--- src/sv/tfcm_pkg.sv ---
// shared types and constants for the thermal false-color map
// pixel transfer structs, luma weights, segment breakpoints and ramp tables
// no dependencies
package tfcm_pkg;

  // input pixel transfer
  typedef struct packed {
    logic [7:0] red_in;
    logic [7:0] green_in;
    logic [7:0] blue_in;
    logic [7:0] alpha_in;
    logic       frame_end_in;
  } tfcm_in_t;

  // output pixel transfer
  typedef struct packed {
    logic [7:0] red_out;
    logic [7:0] green_out;
    logic [7:0] blue_out;
    logic [7:0] alpha_out;
    logic       frame_end_out;
  } tfcm_out_t;

  // luma weights, sum of weights is 256
  localparam logic [5:0] LumaWeightR = 6'd54;
  localparam logic [7:0] LumaWeightG = 8'd183;
  localparam logic [4:0] LumaWeightB = 5'd19;

  // segment breakpoints on the 8-bit brightness
  localparam logic [7:0] BreakCyan   = 8'd43;
  localparam logic [7:0] BreakGreen  = 8'd85;
  localparam logic [7:0] BreakYellow = 8'd128;
  localparam logic [7:0] BreakRed    = 8'd170;
  localparam logic [7:0] BreakWhite  = 8'd213;

  // ramp divisors and full scale
  localparam int unsigned RampDivLong  = 43;
  localparam int unsigned RampDivShort = 42;
  localparam int unsigned FullScale    = 255;
  localparam logic [7:0]  ChanMax      = 8'd255;

  // ramp offset stays within 0..42 in every segment
  localparam int unsigned RampDepth = 43;
  localparam int unsigned RampIdxW  = $clog2(RampDepth);

  typedef logic [7:0] ramp_lut_t [RampDepth];

  // (t*255)/43 for every offset, built at elaboration
  function automatic ramp_lut_t build_ramp_long();
    ramp_lut_t lut;
    for (int unsigned i = 0; i < RampDepth; i++) begin
      lut[i] = 8'((i * FullScale) / RampDivLong);
    end
    return lut;
  endfunction

  // (t*255)/42 for every offset; offset 42 gives 255
  function automatic ramp_lut_t build_ramp_short();
    ramp_lut_t lut;
    for (int unsigned i = 0; i < RampDepth; i++) begin
      lut[i] = 8'((i * FullScale) / RampDivShort);
    end
    return lut;
  endfunction

  localparam ramp_lut_t RampLong  = build_ramp_long();
  localparam ramp_lut_t RampShort = build_ramp_short();

endpackage

--- src/sv/thermal_false_color_map.sv ---
// thermal false-color map, top level: luma, segment decode, ramp lookup
// depends on tfcm_pkg
//
//  channel | direction | handshake              | payload
//  in      | sink      | in_valid_i / in_ready_o   | in_data_i  (tfcm_in_t)
//  out     | source    | out_valid_o / out_ready_i | out_data_o (tfcm_out_t)
//
// four register stages: weighted products, brightness sum, segment decode,
// ramp table lookup into the output register.
// one pixel is accepted every cycle while the output side takes transfers.
// each stage carries its own valid bit and fills any bubble ahead of it,
// so a stall at the output holds every stage without loss or repeat.
// reset clears only the valid bits; the data path needs none.
module thermal_false_color_map
  import tfcm_pkg::*;
(
  input  logic      clk_i,
  input  logic      rst_ni,
  input  logic      in_valid_i,
  output logic      in_ready_o,
  input  tfcm_in_t  in_data_i,
  output logic      out_valid_o,
  input  logic      out_ready_i,
  output tfcm_out_t out_data_o
);

  typedef enum logic [2:0] {
    SegBlue,
    SegCyan,
    SegGreen,
    SegYellow,
    SegRed,
    SegWhite
  } seg_e;

  // stage valid bits
  logic s1_v_q, s2_v_q, s3_v_q, s4_v_q;
  logic s1_ready, s2_ready, s3_ready, s4_ready;

  // stage 1: weighted products
  logic [13:0] prod_r_q, prod_r_d;
  logic [15:0] prod_g_q, prod_g_d;
  logic [12:0] prod_b_q, prod_b_d;
  logic [7:0]  s1_alpha_q;
  logic        s1_fe_q;

  // stage 2: brightness
  logic [15:0] luma_sum;
  logic [7:0]  luma_q, luma_d;
  logic [7:0]  s2_alpha_q;
  logic        s2_fe_q;

  // stage 3: segment and offset
  seg_e                seg_q, seg_d;
  logic [7:0]          offs_full;
  logic [RampIdxW-1:0] offs_q, offs_d;
  logic [7:0]          s3_alpha_q;
  logic                s3_fe_q;

  // stage 4: output register
  tfcm_out_t   out_q, out_d;
  logic [7:0]  ramp_long, ramp_short;

  // stage advance: a stage loads when it is empty or its successor moves
  assign s4_ready   = !s4_v_q || out_ready_i;
  assign s3_ready   = !s3_v_q || s4_ready;
  assign s2_ready   = !s2_v_q || s3_ready;
  assign s1_ready   = !s1_v_q || s2_ready;
  assign in_ready_o = s1_ready;

  // valid bits
  always_ff @(posedge clk_i or negedge rst_ni) begin
    if (!rst_ni) begin
      s1_v_q <= 1'b0;
      s2_v_q <= 1'b0;
      s3_v_q <= 1'b0;
      s4_v_q <= 1'b0;
    end else begin
      if (s1_ready) s1_v_q <= in_valid_i;
      if (s2_ready) s2_v_q <= s1_v_q;
      if (s3_ready) s3_v_q <= s2_v_q;
      if (s4_ready) s4_v_q <= s3_v_q;
    end
  end

  // luma products, constant multipliers
  always_comb begin
    prod_r_d = 14'(in_data_i.red_in)   * 14'(LumaWeightR);
    prod_g_d = 16'(in_data_i.green_in) * 16'(LumaWeightG);
    prod_b_d = 13'(in_data_i.blue_in)  * 13'(LumaWeightB);
  end

  // brightness is the weighted sum divided by 256
  assign luma_sum = 16'(prod_r_q) + prod_g_q + 16'(prod_b_q);
  assign luma_d   = luma_sum[15:8];

  // segment decode and offset from the segment start
  always_comb begin
    if (luma_q < BreakCyan) begin
      seg_d     = SegBlue;
      offs_full = luma_q;
    end else if (luma_q < BreakGreen) begin
      seg_d     = SegCyan;
      offs_full = luma_q - BreakCyan;
    end else if (luma_q < BreakYellow) begin
      seg_d     = SegGreen;
      offs_full = luma_q - BreakGreen;
    end else if (luma_q < BreakRed) begin
      seg_d     = SegYellow;
      offs_full = luma_q - BreakYellow;
    end else if (luma_q < BreakWhite) begin
      seg_d     = SegRed;
      offs_full = luma_q - BreakRed;
    end else begin
      seg_d     = SegWhite;
      offs_full = luma_q - BreakWhite;
    end
    offs_d = offs_full[RampIdxW-1:0];
  end

  // ramp lookup and color assembly
  assign ramp_long  = RampLong[offs_q];
  assign ramp_short = RampShort[offs_q];

  always_comb begin
    out_d.alpha_out     = s3_alpha_q;
    out_d.frame_end_out = s3_fe_q;
    unique case (seg_q)
      SegBlue: begin
        out_d.red_out   = '0;
        out_d.green_out = '0;
        out_d.blue_out  = ramp_long;
      end
      SegCyan: begin
        out_d.red_out   = '0;
        out_d.green_out = ramp_short;
        out_d.blue_out  = ChanMax;
      end
      SegGreen: begin
        out_d.red_out   = '0;
        out_d.green_out = ChanMax;
        out_d.blue_out  = ChanMax - ramp_long;
      end
      SegYellow: begin
        out_d.red_out   = ramp_short;
        out_d.green_out = ChanMax;
        out_d.blue_out  = '0;
      end
      SegRed: begin
        out_d.red_out   = ChanMax;
        out_d.green_out = ChanMax - ramp_long;
        out_d.blue_out  = '0;
      end
      SegWhite: begin
        out_d.red_out   = ChanMax;
        out_d.green_out = ramp_short;
        out_d.blue_out  = ramp_short;
      end
      default: begin
        out_d.red_out   = '0;
        out_d.green_out = '0;
        out_d.blue_out  = '0;
      end
    endcase
  end

  // data path registers, no reset
  always_ff @(posedge clk_i) begin
    if (s1_ready) begin
      prod_r_q   <= prod_r_d;
      prod_g_q   <= prod_g_d;
      prod_b_q   <= prod_b_d;
      s1_alpha_q <= in_data_i.alpha_in;
      s1_fe_q    <= in_data_i.frame_end_in;
    end
    if (s2_ready) begin
      luma_q     <= luma_d;
      s2_alpha_q <= s1_alpha_q;
      s2_fe_q    <= s1_fe_q;
    end
    if (s3_ready) begin
      seg_q      <= seg_d;
      offs_q     <= offs_d;
      s3_alpha_q <= s2_alpha_q;
      s3_fe_q    <= s2_fe_q;
    end
    if (s4_ready) begin
      out_q <= out_d;
    end
  end

  assign out_valid_o = s4_v_q;
  assign out_data_o  = out_q;

endmodule

--- config.mk ---
export PLATFORM = sky130hd
export DESIGN_NAME = thermal_false_color_map
export DESIGN_NICKNAME = d
export VERILOG_FILES = /design/src/sv/tfcm_pkg.sv /design/src/sv/thermal_false_color_map.sv
export SDC_FILE = /design/constraint.sdc
export NUM_CORES = 1
export LEC_CHECK = 0
export BUFFER_PORTS_ARGS = -buffer_cell sky130_fd_sc_hd__buf_4
export CAP_MARGIN = 20
export CORE_ASPECT_RATIO = 0.7
export CORE_MARGIN = 2
export CORE_UTILIZATION = 30
export CTS_CLUSTER_DIAMETER = 100
export DETAILED_ROUTE_END_ITERATION = 8
export GPL_ROUTABILITY_DRIVEN = 0
export HOLD_SLACK_MARGIN = 0.1
export PLACE_DENSITY = 0.45
export SYNTH_ARGS = -nofsm -noshare
export SYNTH_HDL_FRONTEND = slang
export SYNTH_SLANG_ARGS = --single-unit
--- constraint.sdc ---
create_clock -name clk_i -period 3.6 [get_ports clk_i]
set_clock_uncertainty 0.1 [all_clocks]
set_input_delay 0.18 -clock clk_i [delete_from_list [all_inputs] [get_ports clk_i]]
set_output_delay 0.18 -clock clk_i [all_outputs]
set_load 0.03 [all_outputs]
==> report_table.html <==
<table>
<tr><th>Metric</th><th>Value</th></tr>
<tr><th colspan="2">CTS</th></tr>
<tr><td>Reg clk slew, reported paths</td><td>60 ps</td></tr>
<tr><td>Clock insertion delay at the later pin of the skew report</td><td>420 ps</td></tr>
<tr><td>Number of buffers inserted during clock tree synthesis</td><td>17</td></tr>
<tr><td>Buffer levels on the longest clock path</td><td>2</td></tr>
<tr><td># clock sinks</td><td>123</td></tr>
<tr><td>Buffer type at the clock tree root</td><td>sky130_fd_sc_hd__clkbuf_16</td></tr>
<tr><td>H-tree levels</td><td>4</td></tr>
<tr><td>CTS tree</td><td>yes</td></tr>
<tr><th colspan="2">Cells and area</th></tr>
<tr><td>Fillers</td><td>2888</td></tr>
<tr><td>Proportion of layout cells with a drive suffix above 1</td><td>16.9%</td></tr>
<tr><td>Net count of the finished layout</td><td>1109</td></tr>
<tr><td>Area growth syn-to-layout</td><td>22.0%</td></tr>
<tr><td>Highest-count cells in the layout ignoring fill and taps</td><td>sky130_fd_sc_hd__edfxtp_1 (119), sky130_fd_sc_hd__inv_1 (110), sky130_fd_sc_hd__ha_1 (110), sky130_fd_sc_hd__buf_4 (107), sky130_fd_sc_hd__fa_1 (45)</td></tr>
<tr><td>Antenna diode count</td><td>0</td></tr>
<tr><td>Finished Layout Cells</td><td>1305</td></tr>
<tr><td>Final non-filler cell area</td><td>0.0110 mm^2</td></tr>
<tr><td>Most common library cell in the layout ignoring fill and taps</td><td>sky130_fd_sc_hd__edfxtp_1</td></tr>
<tr><th colspan="2">Routing</th></tr>
<tr><td>Count of nets left with antenna violations after detail routing</td><td>0</td></tr>
<tr><td>Via density per instance</td><td>4.59</td></tr>
<tr><td>Detailed router's first-iteration violation count</td><td>243</td></tr>
<tr><td>Routed wire length</td><td>18700 um</td></tr>
<tr><td>DRC violations left</td><td>0</td></tr>
<tr><td>Average wire per cell in the routed design</td><td>14.3 um</td></tr>
<tr><td>Length of the first detailed-routing pass in iterations</td><td>5</td></tr>
<tr><td>Vias</td><td>5988</td></tr>
<tr><th colspan="2">Logic synthesis</th></tr>
<tr><td>Yosys reg bits</td><td>123</td></tr>
<tr><td>Fraction of registers with async set or reset after synthesis</td><td>3.25%</td></tr>
<tr><td>Combinational family with the most area after synthesis</td><td>adder cells</td></tr>
<tr><td>Area fraction in compound gates after synthesis</td><td>13.6%</td></tr>
<tr><td>Proportion of synthesized area in mux cells</td><td>1.36%</td></tr>
<tr><td>Fraction of the mapped netlist area in adder cells</td><td>25.9%</td></tr>
<tr><td>Number of warnings printed during yosys synthesis</td><td>0</td></tr>
<tr><td>Synth Net Count</td><td>989</td></tr>
<tr><td>Fraction of synthesized cell area in xor and xnor cells</td><td>3.80%</td></tr>
<tr><td>Cell type with the highest aggregate area in the netlist</td><td>sky130_fd_sc_hd__edfxtp_1</td></tr>
<tr><td>Sequential-to-total area share from yosys stat</td><td>40.9%</td></tr>
<tr><td>Number of enable-type register cells in the synthesized netlist</td><td>119</td></tr>
<tr><td>Netlist area before placement</td><td>0.00899 mm^2</td></tr>
<tr><td>Mean post-synth cell area</td><td>11.3 um^2</td></tr>
<tr><td>Top cells by area in the synthesized netlist</td><td>sky130_fd_sc_hd__edfxtp_1 (40%), sky130_fd_sc_hd__ha_1 (16%), sky130_fd_sc_hd__fa_1 (10%)</td></tr>
<tr><td>Simple-gate portion of the synthesized area</td><td>8.44%</td></tr>
<tr><td>Number of instances in the synthesized netlist</td><td>794</td></tr>
<tr><td>Share of Yosys cell area claimed by the top area cell type</td><td>39.8%</td></tr>
<tr><td>Number of distinct library cells after synthesis</td><td>71</td></tr>
<tr><td>Primary FF master, synth</td><td>sky130_fd_sc_hd__edfxtp_1</td></tr>
<tr><th colspan="2">STA</th></tr>
<tr><td>Final WS setup</td><td>189 ps</td></tr>
<tr><td>Pins Over Slew Limit</td><td>0</td></tr>
<tr><td>Rel. slew slack</td><td>37.7%</td></tr>
<tr><td>Achievable frequency</td><td>293 MHz</td></tr>
<tr><td>Period utilisation layout</td><td>94.7%</td></tr>
<tr><td>Count of endpoints failing setup in the final report</td><td>0</td></tr>
<tr><td>Final hold violations</td><td>0</td></tr>
<tr><td>Setup TNS</td><td>0 ps</td></tr>
<tr><td>Post-route worst hold slack</td><td>118 ps</td></tr>
<tr><td>Minimum period implied by the final worst setup slack</td><td>3410 ps</td></tr>
<tr><td>Least-Margin Pin Slew</td><td>931 ps</td></tr>
<tr><th colspan="2">Die</th></tr>
<tr><td>Placeable core region</td><td>0.0292 mm^2</td></tr>
<tr><td>Die Outline Area</td><td>0.0314 mm^2</td></tr>
<tr><td>Starting density of the core</td><td>30.8%</td></tr>
<tr><td>Number of top-level design ports</td><td>72</td></tr>
<tr><td>Row count</td><td>52</td></tr>
<tr><td>Die Y</td><td>149 um</td></tr>
<tr><td>Die Wd</td><td>211 um</td></tr>
<tr><th colspan="2">Placed design</th></tr>
<tr><td>Quantity of I/O buffers inserted on ports</td><td>71</td></tr>
<tr><td>DPL Wire Length</td><td>14400 um</td></tr>
<tr><td>Pre-CTS setup slack</td><td>-236 ps</td></tr>
<tr><td>Placed Instances</td><td>1255</td></tr>
<tr><td>Post-DP Area</td><td>0.0102 mm^2</td></tr>
<tr><th colspan="2">Setup path</th></tr>
<tr><td>R2r setup slk</td><td>760 ps</td></tr>
<tr><td>Register-to-Register Path Depth</td><td>8</td></tr>
<tr><td>CP startpoint kind</td><td>primary input</td></tr>
<tr><td>Critical path buffers and inverters</td><td>4</td></tr>
<tr><td>Startpoint-to-endpoint class of the critical path</td><td>in -&gt; reg</td></tr>
<tr><td>Required time reported for the critical path endpoint</td><td>3650 ps</td></tr>
<tr><td>Cell breakdown of the critical path</td><td>dlygate4sd3_1 &gt; buf_4 &gt; ha_1 &gt; fa_1 &gt; inv_1 &gt; fa_1 &gt; inv_1 &gt; ha_1 &gt; o21ai_0 &gt; a21o_1 &gt; a31oi_2 &gt; and4_1 &gt; nor3_2</td></tr>
<tr><td>Cell family with the largest share of critical-path delay</td><td>adder cells</td></tr>
<tr><td>Logic depth of the worst setup path including buffers</td><td>13</td></tr>
<tr><td>Critical Path End Type</td><td>register</td></tr>
<tr><td>Worst setup path endpoint</td><td>prod_r_q[13]</td></tr>
<tr><td>Worst-path cell with the longest stage delay</td><td>sky130_fd_sc_hd__dlygate4sd3_1</td></tr>
<tr><td>Crit path arrival time</td><td>3460 ps</td></tr>
<tr><td>Worst R2R End</td><td>luma_q[7]</td></tr>
<tr><td>Reg-to-reg critical path startpoint</td><td>prod_r_q[5]</td></tr>
<tr><td>Setup crit start</td><td>in_data_i[26]</td></tr>
<tr><td>Slowest Stage Delay on Critical Path</td><td>540 ps</td></tr>
<tr><td>Highest net fanout along the worst path</td><td>3</td></tr>
<tr><th colspan="2">Pwr</th></tr>
<tr><td>Logic gate share of total power</td><td>54.2%</td></tr>
<tr><td>Cell internal pwr</td><td>5930 uW</td></tr>
<tr><td>VDD IR max</td><td>0.000372 V</td></tr>
<tr><td>Power density over the cells</td><td>930 mW/mm^2</td></tr>
<tr><td>Switching share of power</td><td>41.8%</td></tr>
<tr><td>Share of total power in sequential cells</td><td>28.7%</td></tr>
<tr><td>Part of the total power dissipated in the clock network</td><td>17.1%</td></tr>
<tr><td>Net switching power</td><td>4270 uW</td></tr>
<tr><td>Cell leakage power</td><td>0.00486 uW</td></tr>
<tr><th colspan="2">Global routing</th></tr>
<tr><td>Via count of the first global-routing pass</td><td>6098</td></tr>
<tr><td>Overall routing resource usage</td><td>12.8%</td></tr>
<tr><td>Pin count of the biggest net entering global routing</td><td>48</td></tr>
<tr><td>Antenna violations before repair</td><td>0</td></tr>
<tr><td>Grt ovf</td><td>0</td></tr>
<tr><td>Global-route wire length before repair</td><td>31900 um</td></tr>
<tr><th colspan="2">Flow run</th></tr>
<tr><td>Reported max-cap violation count</td><td>0</td></tr>
<tr><th colspan="2">Status</th></tr>
<tr><td>Status</td><td>complete, no violations</td></tr>
<tr><th colspan="2">Hold path</th></tr>
<tr><td>HP Class</td><td>in -&gt; reg</td></tr>
</table>
-- layer usage --
metal,wire length (um),share of wire [%],track usage (%)
met3,376,2.0,1.87
met5,0,0,0
met4,210,1.1,4.05
met1,10500,57,20.1
met2,7530,40,17.8
-- area by class of cell --
type                    count  area, um^2  area share (%)
clock buffers              17         425            3.88
clock inverters            15         176            1.61
inverters                 110         413            3.77
multi-input cells         537        4820            44.0
flip-flops and latches    123        3670            33.5
well taps                 378         473            4.31
repair buffers            125         983            8.97
-- cells in the mapped netlist, drive strengths merged, types with 6 or more instances --
library cell and number:
nor3 14, o311ai 6, xnor2 23, nand3 8, fa 45, a21o 13, nand2 41, buf 16
clkbuf 8, xor2 16, edfxtp 119, o211ai 7, a31oi 9, nor2 27, nor2b 13, inv 110
mux2i 10, o21a 9, o21ai 49, o22ai 9, ha 113, a21oi 37, nand2b 14
-- kinds of logic after synthesis --
kind of cell,count (synthesis)
AO/OA/AOI/OAI,180
XOR/XNOR,39
adder cells (fa/ha/maj),159
buffers and inverters,134
flip-flops,123
multiplexers,11
AND/OR/NAND/NOR,148
-- flip-flops by register name, indices dropped and copies added, names as in the netlist, 3 cells and up --
name / flops
out_data_o: 33
prod_g_q: 16
prod_b_q: 13
prod_r_q: 13
luma_q: 8
s1_alpha_q: 8
s2_alpha_q: 8
s3_alpha_q: 8
offs_q: 6
seg_q: 3
-- power groups by stage --
stage / logic [uW] / registers (uW) / clock network (uW)
2_1_floorplan: 4040 / 2970 / 0
3_3_place_gp: 5520 / 2960 / 0
3_5_place_dp: 5500 / 2950 / 0
4_1_cts: 5580 / 2930 / 1800
5_1_grt: 6260 / 3020 / 1860
6_report: 5520 / 2930 / 1740
-- worst reg2reg max path, delay by kind of cell, from the launching register on --
family                   cells  cell delay, ps
AO/OA/AOI/OAI                5            1100
XOR/XNOR                     1             160
adder cells (fa/ha/maj)      2             810
flip-flops                   1             420
-- through the flow --
step	total power, uW	utilization (%)
after floorplan	7010	-
after global placement	8480	34.8
after detailed placement	8450	34.8
after CTS	10300	37.5
after global routing	11100	37.5
final	10200	37.5
-- how the worst min path moves through the flow --
stage,startpoint,to,slack [ps],depth (start not counted)
2_1_floorplan,rst_ni,out_valid_o,-220,0
3_3_place_gp,rst_ni,s1_v_q,-110,1
3_5_place_dp,rst_ni,s1_v_q,-110,1
4_1_cts,out_ready_i,out_data_o[1],100,3
5_1_grt,in_data_i[18],prod_g_q[1],130,3
6_report,out_ready_i,out_data_o[8],120,3
-- what timing repair did --
| item | 4_1_cts | 5_1_grt |
|---|---|---|
| endpoints found under the setup margin | 0 | 2 |
| resized for setup | 0 | 4 |
| hold buffers | 18 | 0 |
| buffers inserted | 0 | 0 |
| endpoints found under the hold margin | 20 | 0 |
No activity file was read; power rests on OpenSTA's default activity.
